===== config.mk =====
export PLATFORM = sky130hd
export DESIGN_NAME = thick_line_pixel_generator_unit
export DESIGN_NICKNAME = d
export VERILOG_FILES = /design/src/rtl/core/tlpg_pkg.sv /design/src/rtl/core/thick_line_pixel_generator_unit.sv /design/src/rtl/core/tlpg_step.sv /design/src/rtl/core/tlpg_pixel.sv
export SDC_FILE = /design/constraint.sdc
export NUM_CORES = 1
export LEC_CHECK = 0
export ABC_CLOCK_PERIOD_IN_PS = 9550
export BUFFER_PORTS_ARGS = -buffer_cell sky130_fd_sc_hd__buf_2
export CORE_ASPECT_RATIO = 2
export CORE_MARGIN = 2
export CORE_UTILIZATION = 55
export DETAILED_ROUTE_END_ITERATION = 10
export GPL_TIMING_DRIVEN = 0
export HOLD_SLACK_MARGIN = 0.02
export PLACE_DENSITY = 0.74
export RECOVER_POWER = 50
export SYNTH_ARGS = -nofsm -noshare
export SYNTH_HDL_FRONTEND = slang
export SYNTH_SLANG_ARGS = --single-unit

===== constraint.sdc =====
create_clock -name clk -period 9.55 [get_ports clk]
set_clock_uncertainty 0.2 [all_clocks]
set_input_delay 0.4775 -clock clk [delete_from_list [all_inputs] [get_ports clk]]
set_output_delay 0.4775 -clock clk [all_outputs]
set_load 0.05 [all_outputs]

===== src/rtl/core/tlpg_pkg.sv =====
`default_nettype none

package tlpg_pkg;

  // Frame buffer geometry, three bytes per pixel
  localparam int IMAGE_WIDTH  = 256;
  localparam int IMAGE_HEIGHT = 256;
  localparam int BYTES_PER_PIX = 3;

  // Field widths
  localparam int COORD_W = 8;
  localparam int ROW_W   = 10;
  localparam int ERR_W   = 10;
  localparam int E2_W    = ERR_W + 1;
  localparam int OFS_W   = 5;
  localparam int LIM_W   = 4;
  localparam int THICK_W = 5;
  localparam int COLOR_W = 24;
  localparam int CHAN_W  = 8;
  localparam int ADDR_W  = 18;
  localparam int LIN_W   = 32;

  // Operation codes
  localparam logic OP_START = 1'b0;
  localparam logic OP_STEP  = 1'b1;

  // Pixel handed from the stepper to the pixel formatter
  typedef struct packed {
    logic [COORD_W-1:0] x;
    logic [ROW_W-1:0]   y;     // two's complement row
    logic               last;
  } tlpg_pix_t;

endpackage

`default_nettype wire


===== src/rtl/core/thick_line_pixel_generator_unit.sv =====
`default_nettype none

// Thick line pixel generator. A start transaction (op = 0) latches two
// endpoints, a 24-bit color and a thickness t and returns nothing; each step
// transaction (op = 1) returns the next pixel of the line: column, signed row,
// an on-image flag, the frame buffer byte offset (y*W+x)*3 of its red byte
// (0 when off image), the color bytes and a flag on the final pixel. The line
// is drawn as Bresenham passes at row offsets -t/2 .. +t/2. A step with no
// line in progress is consumed and returns nothing; a start drops any line
// in progress. The pixel is combinational from the walker registers into the
// result register while the Bresenham update returns to the walker registers,
// so a new transaction is taken each cycle unless stalled, and the pixel shows
// on out_ in the cycle after its step is taken. in_ready is low only while a
// result sits in the output register and out_ready is low.

module thick_line_pixel_generator_unit
  import tlpg_pkg::*;
(
  input  wire logic               clk,
  input  wire logic               rst_n,
  input  wire logic               in_valid,
  output logic                    in_ready,
  input  wire logic               in_op,
  input  wire logic [COORD_W-1:0] in_x_start,
  input  wire logic [COORD_W-1:0] in_y_start,
  input  wire logic [COORD_W-1:0] in_x_end,
  input  wire logic [COORD_W-1:0] in_y_end,
  input  wire logic [COLOR_W-1:0] in_color,
  input  wire logic [THICK_W-1:0] in_thickness,
  output logic                    out_valid,
  input  wire logic               out_ready,
  output logic [COORD_W-1:0]      out_pixel_x,
  output logic signed [ROW_W-1:0] out_pixel_y,
  output logic                    out_on_image,
  output logic [ADDR_W-1:0]       out_byte_address,
  output logic [CHAN_W-1:0]       out_red,
  output logic [CHAN_W-1:0]       out_green,
  output logic [CHAN_W-1:0]       out_blue,
  output logic                    out_last_pixel
);

  logic               in_fire;
  logic               load;
  logic               advance;
  logic               line_active;
  tlpg_pix_t          pix;
  logic [COLOR_W-1:0] line_color;

  logic               on_image;
  logic [ADDR_W-1:0]  byte_address;
  logic [CHAN_W-1:0]  red;
  logic [CHAN_W-1:0]  green;
  logic [CHAN_W-1:0]  blue;

  logic               out_valid_r, out_valid_nxt;
  logic [COORD_W-1:0] pixel_x_r;
  logic [ROW_W-1:0]   pixel_y_r;
  logic               on_image_r;
  logic [ADDR_W-1:0]  byte_address_r;
  logic [CHAN_W-1:0]  red_r;
  logic [CHAN_W-1:0]  green_r;
  logic [CHAN_W-1:0]  blue_r;
  logic               last_r;

  // Take a transaction whenever the result register is empty or draining
  assign in_ready = !out_valid_r || out_ready;
  assign in_fire  = in_valid && in_ready;
  assign load     = in_fire && (in_op == OP_START);
  // Only a step with a line in progress moves the walker and yields a pixel
  assign advance  = in_fire && (in_op == OP_STEP) && line_active;

  tlpg_step u_step (
    .clk        (clk),
    .rst_n      (rst_n),
    .load       (load),
    .advance    (advance),
    .x_start    (in_x_start),
    .y_start    (in_y_start),
    .x_end      (in_x_end),
    .y_end      (in_y_end),
    .color      (in_color),
    .thickness  (in_thickness),
    .active     (line_active),
    .pix        (pix),
    .line_color (line_color)
  );

  tlpg_pixel u_pixel (
    .pix          (pix),
    .line_color   (line_color),
    .on_image     (on_image),
    .byte_address (byte_address),
    .red          (red),
    .green        (green),
    .blue         (blue)
  );

  // Fill on a pixel-producing step, drop once the consumer takes it, else hold
  always_comb begin
    if (advance) begin
      out_valid_nxt = 1'b1;
    end else if (out_ready) begin
      out_valid_nxt = 1'b0;
    end else begin
      out_valid_nxt = out_valid_r;
    end
  end

  always_ff @(posedge clk) begin
    if (!rst_n) begin
      out_valid_r <= 1'b0;
    end else begin
      out_valid_r <= out_valid_nxt;
    end
  end

  // Result payload: no reset needed, qualified by out_valid_r
  always_ff @(posedge clk) begin
    if (advance) begin
      pixel_x_r      <= pix.x;
      pixel_y_r      <= pix.y;
      on_image_r     <= on_image;
      byte_address_r <= byte_address;
      red_r          <= red;
      green_r        <= green;
      blue_r         <= blue;
      last_r         <= pix.last;
    end
  end

  assign out_valid        = out_valid_r;
  assign out_pixel_x      = pixel_x_r;
  assign out_pixel_y      = $signed(pixel_y_r);
  assign out_on_image     = on_image_r;
  assign out_byte_address = byte_address_r;
  assign out_red          = red_r;
  assign out_green        = green_r;
  assign out_blue         = blue_r;
  assign out_last_pixel   = last_r;

  // A start transaction never leaves a result behind
  a_start_silent: assert property (@(posedge clk) disable iff (!rst_n)
    load |=> !out_valid_r)
    else $error("start transaction produced a result");

  // A step with no line in progress never leaves a result behind
  a_idle_step_silent: assert property (@(posedge clk) disable iff (!rst_n)
    (in_fire && (in_op == OP_STEP) && !line_active) |=> !out_valid_r)
    else $error("idle step produced a result");

  // Off-image pixels carry a zero address so nothing gets written
  a_offimage_addr: assert property (@(posedge clk) disable iff (!rst_n)
    (out_valid_r && !on_image_r) |-> (byte_address_r == '0))
    else $error("off-image pixel with nonzero address");

endmodule

`default_nettype wire


===== src/rtl/core/tlpg_step.sv =====
`default_nettype none

module tlpg_step
  import tlpg_pkg::*;
(
  input  wire logic               clk,
  input  wire logic               rst_n,
  input  wire logic               load,
  input  wire logic               advance,
  input  wire logic [COORD_W-1:0] x_start,
  input  wire logic [COORD_W-1:0] y_start,
  input  wire logic [COORD_W-1:0] x_end,
  input  wire logic [COORD_W-1:0] y_end,
  input  wire logic [COLOR_W-1:0] color,
  input  wire logic [THICK_W-1:0] thickness,
  output logic                    active,
  output tlpg_pix_t               pix,
  output logic [COLOR_W-1:0]      line_color
);

  logic               active_r, active_nxt;
  logic [COORD_W-1:0] cur_x_r, cur_x_nxt;
  logic [ROW_W-1:0]   cur_y_r, cur_y_nxt;
  logic [ERR_W-1:0]   err_r, err_nxt;
  logic [COORD_W-1:0] dx_r, dx_nxt;
  logic [COORD_W-1:0] dy_r, dy_nxt;
  logic               sxn_r, sxn_nxt;
  logic               syn_r, syn_nxt;
  logic [COORD_W-1:0] x0_r, x0_nxt;
  logic [COORD_W-1:0] y0_r, y0_nxt;
  logic [COORD_W-1:0] x1_r, x1_nxt;
  logic [COORD_W-1:0] y1_r, y1_nxt;
  logic [OFS_W-1:0]   ofs_r, ofs_nxt;
  logic [LIM_W-1:0]   lim_r, lim_nxt;
  logic [COLOR_W-1:0] color_r, color_nxt;

  logic [ROW_W-1:0]   end_y;
  logic [OFS_W-1:0]   ofs_inc;
  logic               at_end;
  logic               final_pass;
  logic [E2_W-1:0]    e2;
  logic [E2_W-1:0]    err_sum;
  logic               move_x;
  logic               move_y;

  always_comb begin
    end_y      = ROW_W'({2'b00, y1_r}) + {{(ROW_W-OFS_W){ofs_r[OFS_W-1]}}, ofs_r};
    ofs_inc    = ofs_r + OFS_W'(1);
    at_end     = (cur_x_r == x1_r) && (cur_y_r == end_y);
    final_pass = $signed(ofs_r) >= $signed({1'b0, lim_r});
    e2         = {err_r, 1'b0};
    move_x     = $signed(e2) > $signed(-{3'b000, dy_r});
    move_y     = $signed(e2) < $signed({3'b000, dx_r});
    err_sum    = {err_r[ERR_W-1], err_r}
                 - (move_x ? {3'b000, dy_r} : E2_W'(0))
                 + (move_y ? {3'b000, dx_r} : E2_W'(0));

    active_nxt = active_r;
    cur_x_nxt  = cur_x_r;
    cur_y_nxt  = cur_y_r;
    err_nxt    = err_r;
    dx_nxt     = dx_r;
    dy_nxt     = dy_r;
    sxn_nxt    = sxn_r;
    syn_nxt    = syn_r;
    x0_nxt     = x0_r;
    y0_nxt     = y0_r;
    x1_nxt     = x1_r;
    y1_nxt     = y1_r;
    ofs_nxt    = ofs_r;
    lim_nxt    = lim_r;
    color_nxt  = color_r;

    if (load) begin
      // latch the line and open the first pass at offset -t/2
      x0_nxt     = x_start;
      y0_nxt     = y_start;
      x1_nxt     = x_end;
      y1_nxt     = y_end;
      color_nxt  = color;
      dx_nxt     = (x_end > x_start) ? x_end - x_start : x_start - x_end;
      dy_nxt     = (y_end > y_start) ? y_end - y_start : y_start - y_end;
      sxn_nxt    = !(x_start < x_end);
      syn_nxt    = !(y_start < y_end);
      lim_nxt    = thickness[THICK_W-1:1];
      ofs_nxt    = -{1'b0, thickness[THICK_W-1:1]};
      cur_x_nxt  = x_start;
      cur_y_nxt  = ROW_W'({2'b00, y_start}) - ROW_W'(thickness[THICK_W-1:1]);
      err_nxt    = ERR_W'({2'b00, dx_nxt}) - ERR_W'({2'b00, dy_nxt});
      active_nxt = 1'b1;
    end else if (advance) begin
      if (at_end) begin
        if (final_pass) begin
          active_nxt = 1'b0;
        end else begin
          // restart the walk one row lower
          ofs_nxt   = ofs_inc;
          cur_x_nxt = x0_r;
          cur_y_nxt = ROW_W'({2'b00, y0_r}) + {{(ROW_W-OFS_W){ofs_inc[OFS_W-1]}}, ofs_inc};
          err_nxt   = ERR_W'({2'b00, dx_r}) - ERR_W'({2'b00, dy_r});
        end
      end else begin
        err_nxt = err_sum[ERR_W-1:0];
        if (move_x) begin
          cur_x_nxt = sxn_r ? cur_x_r - COORD_W'(1) : cur_x_r + COORD_W'(1);
        end
        if (move_y) begin
          cur_y_nxt = syn_r ? cur_y_r - ROW_W'(1) : cur_y_r + ROW_W'(1);
        end
      end
    end
  end

  always_ff @(posedge clk) begin
    if (!rst_n) begin
      active_r <= 1'b0;
      cur_x_r  <= '0;
      cur_y_r  <= '0;
      err_r    <= '0;
      dx_r     <= '0;
      dy_r     <= '0;
      sxn_r    <= 1'b0;
      syn_r    <= 1'b0;
      x0_r     <= '0;
      y0_r     <= '0;
      x1_r     <= '0;
      y1_r     <= '0;
      ofs_r    <= '0;
      lim_r    <= '0;
      color_r  <= '0;
    end else begin
      active_r <= active_nxt;
      cur_x_r  <= cur_x_nxt;
      cur_y_r  <= cur_y_nxt;
      err_r    <= err_nxt;
      dx_r     <= dx_nxt;
      dy_r     <= dy_nxt;
      sxn_r    <= sxn_nxt;
      syn_r    <= syn_nxt;
      x0_r     <= x0_nxt;
      y0_r     <= y0_nxt;
      x1_r     <= x1_nxt;
      y1_r     <= y1_nxt;
      ofs_r    <= ofs_nxt;
      lim_r    <= lim_nxt;
      color_r  <= color_nxt;
    end
  end

  assign active     = active_r;
  assign pix.x      = cur_x_r;
  assign pix.y      = cur_y_r;
  assign pix.last   = at_end && final_pass;
  assign line_color = color_r;

  // the final pixel of a line must retire the line
  a_last_ends_line: assert property (@(posedge clk) disable iff (!rst_n)
    (advance && !load && at_end && final_pass) |=> !active_r)
    else $error("line still active after its last pixel");

  // pass offset never runs past +t/2 while drawing
  a_offset_bound: assert property (@(posedge clk) disable iff (!rst_n)
    active_r |-> ($signed(ofs_r) <= $signed({1'b0, lim_r})))
    else $error("pass offset beyond thickness limit");

endmodule

`default_nettype wire


===== src/rtl/core/tlpg_pixel.sv =====
`default_nettype none

module tlpg_pixel
  import tlpg_pkg::*;
(
  input  wire tlpg_pix_t          pix,
  input  wire logic [COLOR_W-1:0] line_color,
  output logic                    on_image,
  output logic [ADDR_W-1:0]       byte_address,
  output logic [CHAN_W-1:0]       red,
  output logic [CHAN_W-1:0]       green,
  output logic [CHAN_W-1:0]       blue
);

  logic [LIN_W-1:0] lin;
  logic [LIN_W-1:0] lin_x3;

  always_comb begin
    on_image = !pix.y[ROW_W-1]
               && (LIN_W'(pix.y) < LIN_W'(IMAGE_HEIGHT))
               && (LIN_W'(pix.x) < LIN_W'(IMAGE_WIDTH));
    lin      = LIN_W'(pix.y) * LIN_W'(IMAGE_WIDTH) + LIN_W'(pix.x);
    lin_x3   = lin * LIN_W'(BYTES_PER_PIX);
    byte_address = on_image ? lin_x3[ADDR_W-1:0] : '0;
    red      = line_color[3*CHAN_W-1:2*CHAN_W];
    green    = line_color[2*CHAN_W-1:CHAN_W];
    blue     = line_color[CHAN_W-1:0];
  end

endmodule

`default_nettype wire


==> results_dict.tcl <==
set metrics [dict create \
    rsz0062_at_grt "false" \
    globalRouteTotalUtil 0.319 \
    synth_commonest_cells "nand2_1, inv_1, ha_1, a21oi_1, dfxtp_1" \
    boundaryPins 130 \
    swShare 0.398 \
    area.growth.synth_to_final_pct 12.1 \
    slew_headroom -0.672 \
    core-area_mm2 0.0227 \
    cts_buffers 17 \
    post_route_cells_drive_above_1_share 0.0832 \
    cp-start-kind "register" \
    syn_avg_cell_area_um2 8.62 \
    synthArstFlopShare 0 \
    timing.fmax_ghz 0.165 \
    wirelength_um 38600 \
    p_int_mw 1.69 \
    crit_path_cell_trace "inv_1 > ha_1 > xor2_1 > ha_1 > a21oi_1 > o21bai_1 > a21o_1 > a2111oi_0 > o21ai_0 > a31o_2 > and2_1 > fa_1 > inv_1 > ha_1 > a21o_1 > a21oi_1 > o22ai_1 > o41ai_1 > o21ai_0 > xor2_1 > nor3_1 > o221a_2" \
    critPathMostFrequentCell "ha_1" \
    switching_power_mw 1.11 \
    chipWidth_um 111 \
    drt-vias-per-instance 5.97 \
    worst_pin_slew_ns 2.51 \
    multi_input_area_mm2 0.00785 \
    p_leak_nw 6.10 \
    dr.pass1.iters 6 \
    whs_ns 0.0519 \
    htree_levels 4 \
    yosysMostFrequentCell "nand2_1" \
    grt-ovfl-total 0 \
    port_buffers 127 \
    grt_pass1_vias 11700 \
    p_comb_frac 0.419 \
    required_ns 9.70 \
    setup-tns-final_ns 0 \
    synth-edff-count 62 \
    period_needed_ns 6.07 \
    drtIter0Drc 665 \
    slew_violations 47 \
    gp_congestion 0.966 \
    die_y_um 219 \
    final_area_mm2 0.0143 \
    cp-end-kind "register" \
    ctsResizeCount 0 \
    synth_seq_area_share 0.324 \
    insertion_delay_ns 0.46 \
    synthFlopType "dfxtp_1" \
    synth_area_leaders "dfxtp_1, edfxtp_1, ha_1" \
    postCtsSetupBuffers 0 \
    dpl.hpwl_um 30800 \
    ctsLongestPathBuffers 2 \
    dpl_cell_area_mm2 0.0137 \
    rows 78 \
    ys_types 81 \
    synth_warnings 0 \
    critical-path-top-delay-family "compound AO/OA/AOI/OAI gates" \
    hold_viol 0 \
    synth_area_mm2 0.0127 \
    syn_nets 1696 \
    cts_tree "yes" \
    crit_arrival_ns 6.21 \
    grt_max_degree 47 \
    hp-class "primary input to register" \
    violations "capacitance limit, slew limit" \
    wire_per_inst_um 20.2 \
    die-area_mm2 0.0244 \
    max_stage_delay_ns 0.56 \
    finalPower_mw 2.80 \
    grt_pass1_wl_um 60300 \
    maxCapViolCount 1 \
    start_util 0.559 \
    powerDensity_mw_per_mm2 197 \
    nets 1843 \
    cp_slowest_cell "fa_1" \
    synth_top_area_frac 0.178 \
    antenna_found_initial 2 \
    cts_root_buf "clkbuf_16" \
    drc 0 \
    power.share.sequential 0.320 \
    crit_buf_inv 2 \
    fillCellCount 2041 \
    syn_inst 1474 \
    layout.area.seq_mm2 0.00412 \
    synth-seq-cells 175 \
    dp_slack_ns 3.46 \
    ant_nets 0 \
    clkPwrFrac 0.261 \
    status "finished, violations left" \
    setup_viol 0 \
    synth_top_cell_by_area "dfxtp_1" \
    fin_crit_sh 0.635 \
    clk_pin_slew_ns 0.08 \
    cts.sink_count 175 \
    crit_fanout 9 \
    cts_hold_repair.buffers 0 \
    crit_type "register to register" \
    setup_ws_ns 3.48 \
    vdd_ir_drop_max_mv 0.192 \
    num_vias 11400 \
]
==> area by class of cell <==
cell class                 count  area share
timing repair buffer         128      0.0392
antenna                        2    0.000351
tap                          280      0.0246
clock inverter                13      0.0117
buffer                        55      0.0154
inverter                     140      0.0369
sequential                   175       0.289
multi-input combinational   1104       0.551
clock buffer                  19      0.0319
==> layer usage <==
layer,part of all wire,global-route usage
met5,0,0
met4,0.10,0.280
met3,0.039,0.0464
met2,0.53,0.603
met1,0.33,0.291
==> power groups by stage <==
stage | clock network, mW | logic [mW] | registers [mW]
4_1_cts | 0.733 | 1.17 | 0.894
3_3_place_gp | 0 | 1.13 | 0.910
6_report | 0.731 | 1.18 | 0.896
2_1_floorplan | 0 | 0.835 | 0.903
5_1_grt | 0.763 | 1.30 | 0.901
3_5_place_dp | 0 | 1.16 | 0.911
==> path summary, 6_finish.rpt <==
kind / start / end / slack [ns] / depth (start not counted)
setup / recovery: u_step.dy_r[1] / u_step.err_r[9] / 3.48 / 22
hold / removal: in_color[3] / u_step.line_color[3] / 0.05 / 3
hold reg to reg: u_step.line_color[10] / out_green[2] / 0.23 / 0
setup reg to reg: u_step.dy_r[1] / u_step.err_r[9] / 3.48 / 22
==> cell usage in the layout (no fill, tap or decap), drive strengths merged, types with 40 or more instances in the layout <==
cell type  Yosys  final
nand2        192    192
inv          140    145
ha           136    136
clkbuf        43    128
a21oi        121    121
dfxtp        113    113
nor2          79     79
buf           12     74
o21ai         65     65
edfxtp        62     62
xnor2         52     52
xor2          41     41
nor3          40     40
==> kinds of logic (layout without fill, tap and decap cells) <==
family          count (synthesis)  in the layout  synth area share
mux                            28             28            0.0221
flops                         175            175             0.324
xor+xnor                       93             93            0.0641
buf+inv                       195            355            0.0586
simple gates                  472            472             0.176
fa+ha+maj                     156            156             0.165
compound gates                355            355             0.189
other cells                     0              2                 0
==> flip-flops by register name (all words and copies together), names as in the netlist <==
| register | cells |
|---|---|
| u_step.line_color | 24 |
| out_byte_address | 18 |
| out_pixel_y | 10 |
| u_step.cur_y_r | 10 |
| u_step.err_r | 10 |
| out_blue | 8 |
| out_green | 8 |
| out_pixel_x | 8 |
| out_red | 8 |
| u_step.cur_x_r | 8 |
| u_step.dx_r | 8 |
| u_step.dy_r | 8 |
| u_step.x0_r | 8 |
| u_step.x1_r | 8 |
| u_step.y0_r | 8 |
| u_step.y1_r | 8 |
| u_step.ofs_r | 5 |
| u_step.lim_r | 4 |
| out_last_pixel | 1 |
| out_on_image | 1 |
| out_valid | 1 |
| u_step.active | 1 |
| u_step.sxn_r | 1 |
| u_step.syn_r | 1 |
==> tightest hold or removal path: cells and delay by family <==
family	cells	cell delay, ns
buf+inv	1	0.09
simple gates	1	0.04
compound gates	1	0.05
==> per-stage QoR <==
stage           util  instances
2_1_floorplan      -       1474
3_3_place_gp   0.602       1881
3_5_place_dp   0.603       1882
4_1_cts        0.631       1914
5_1_grt        0.627       1916
6_report       0.627       1916
Note: power is estimated with default switching activity, not from simulation.
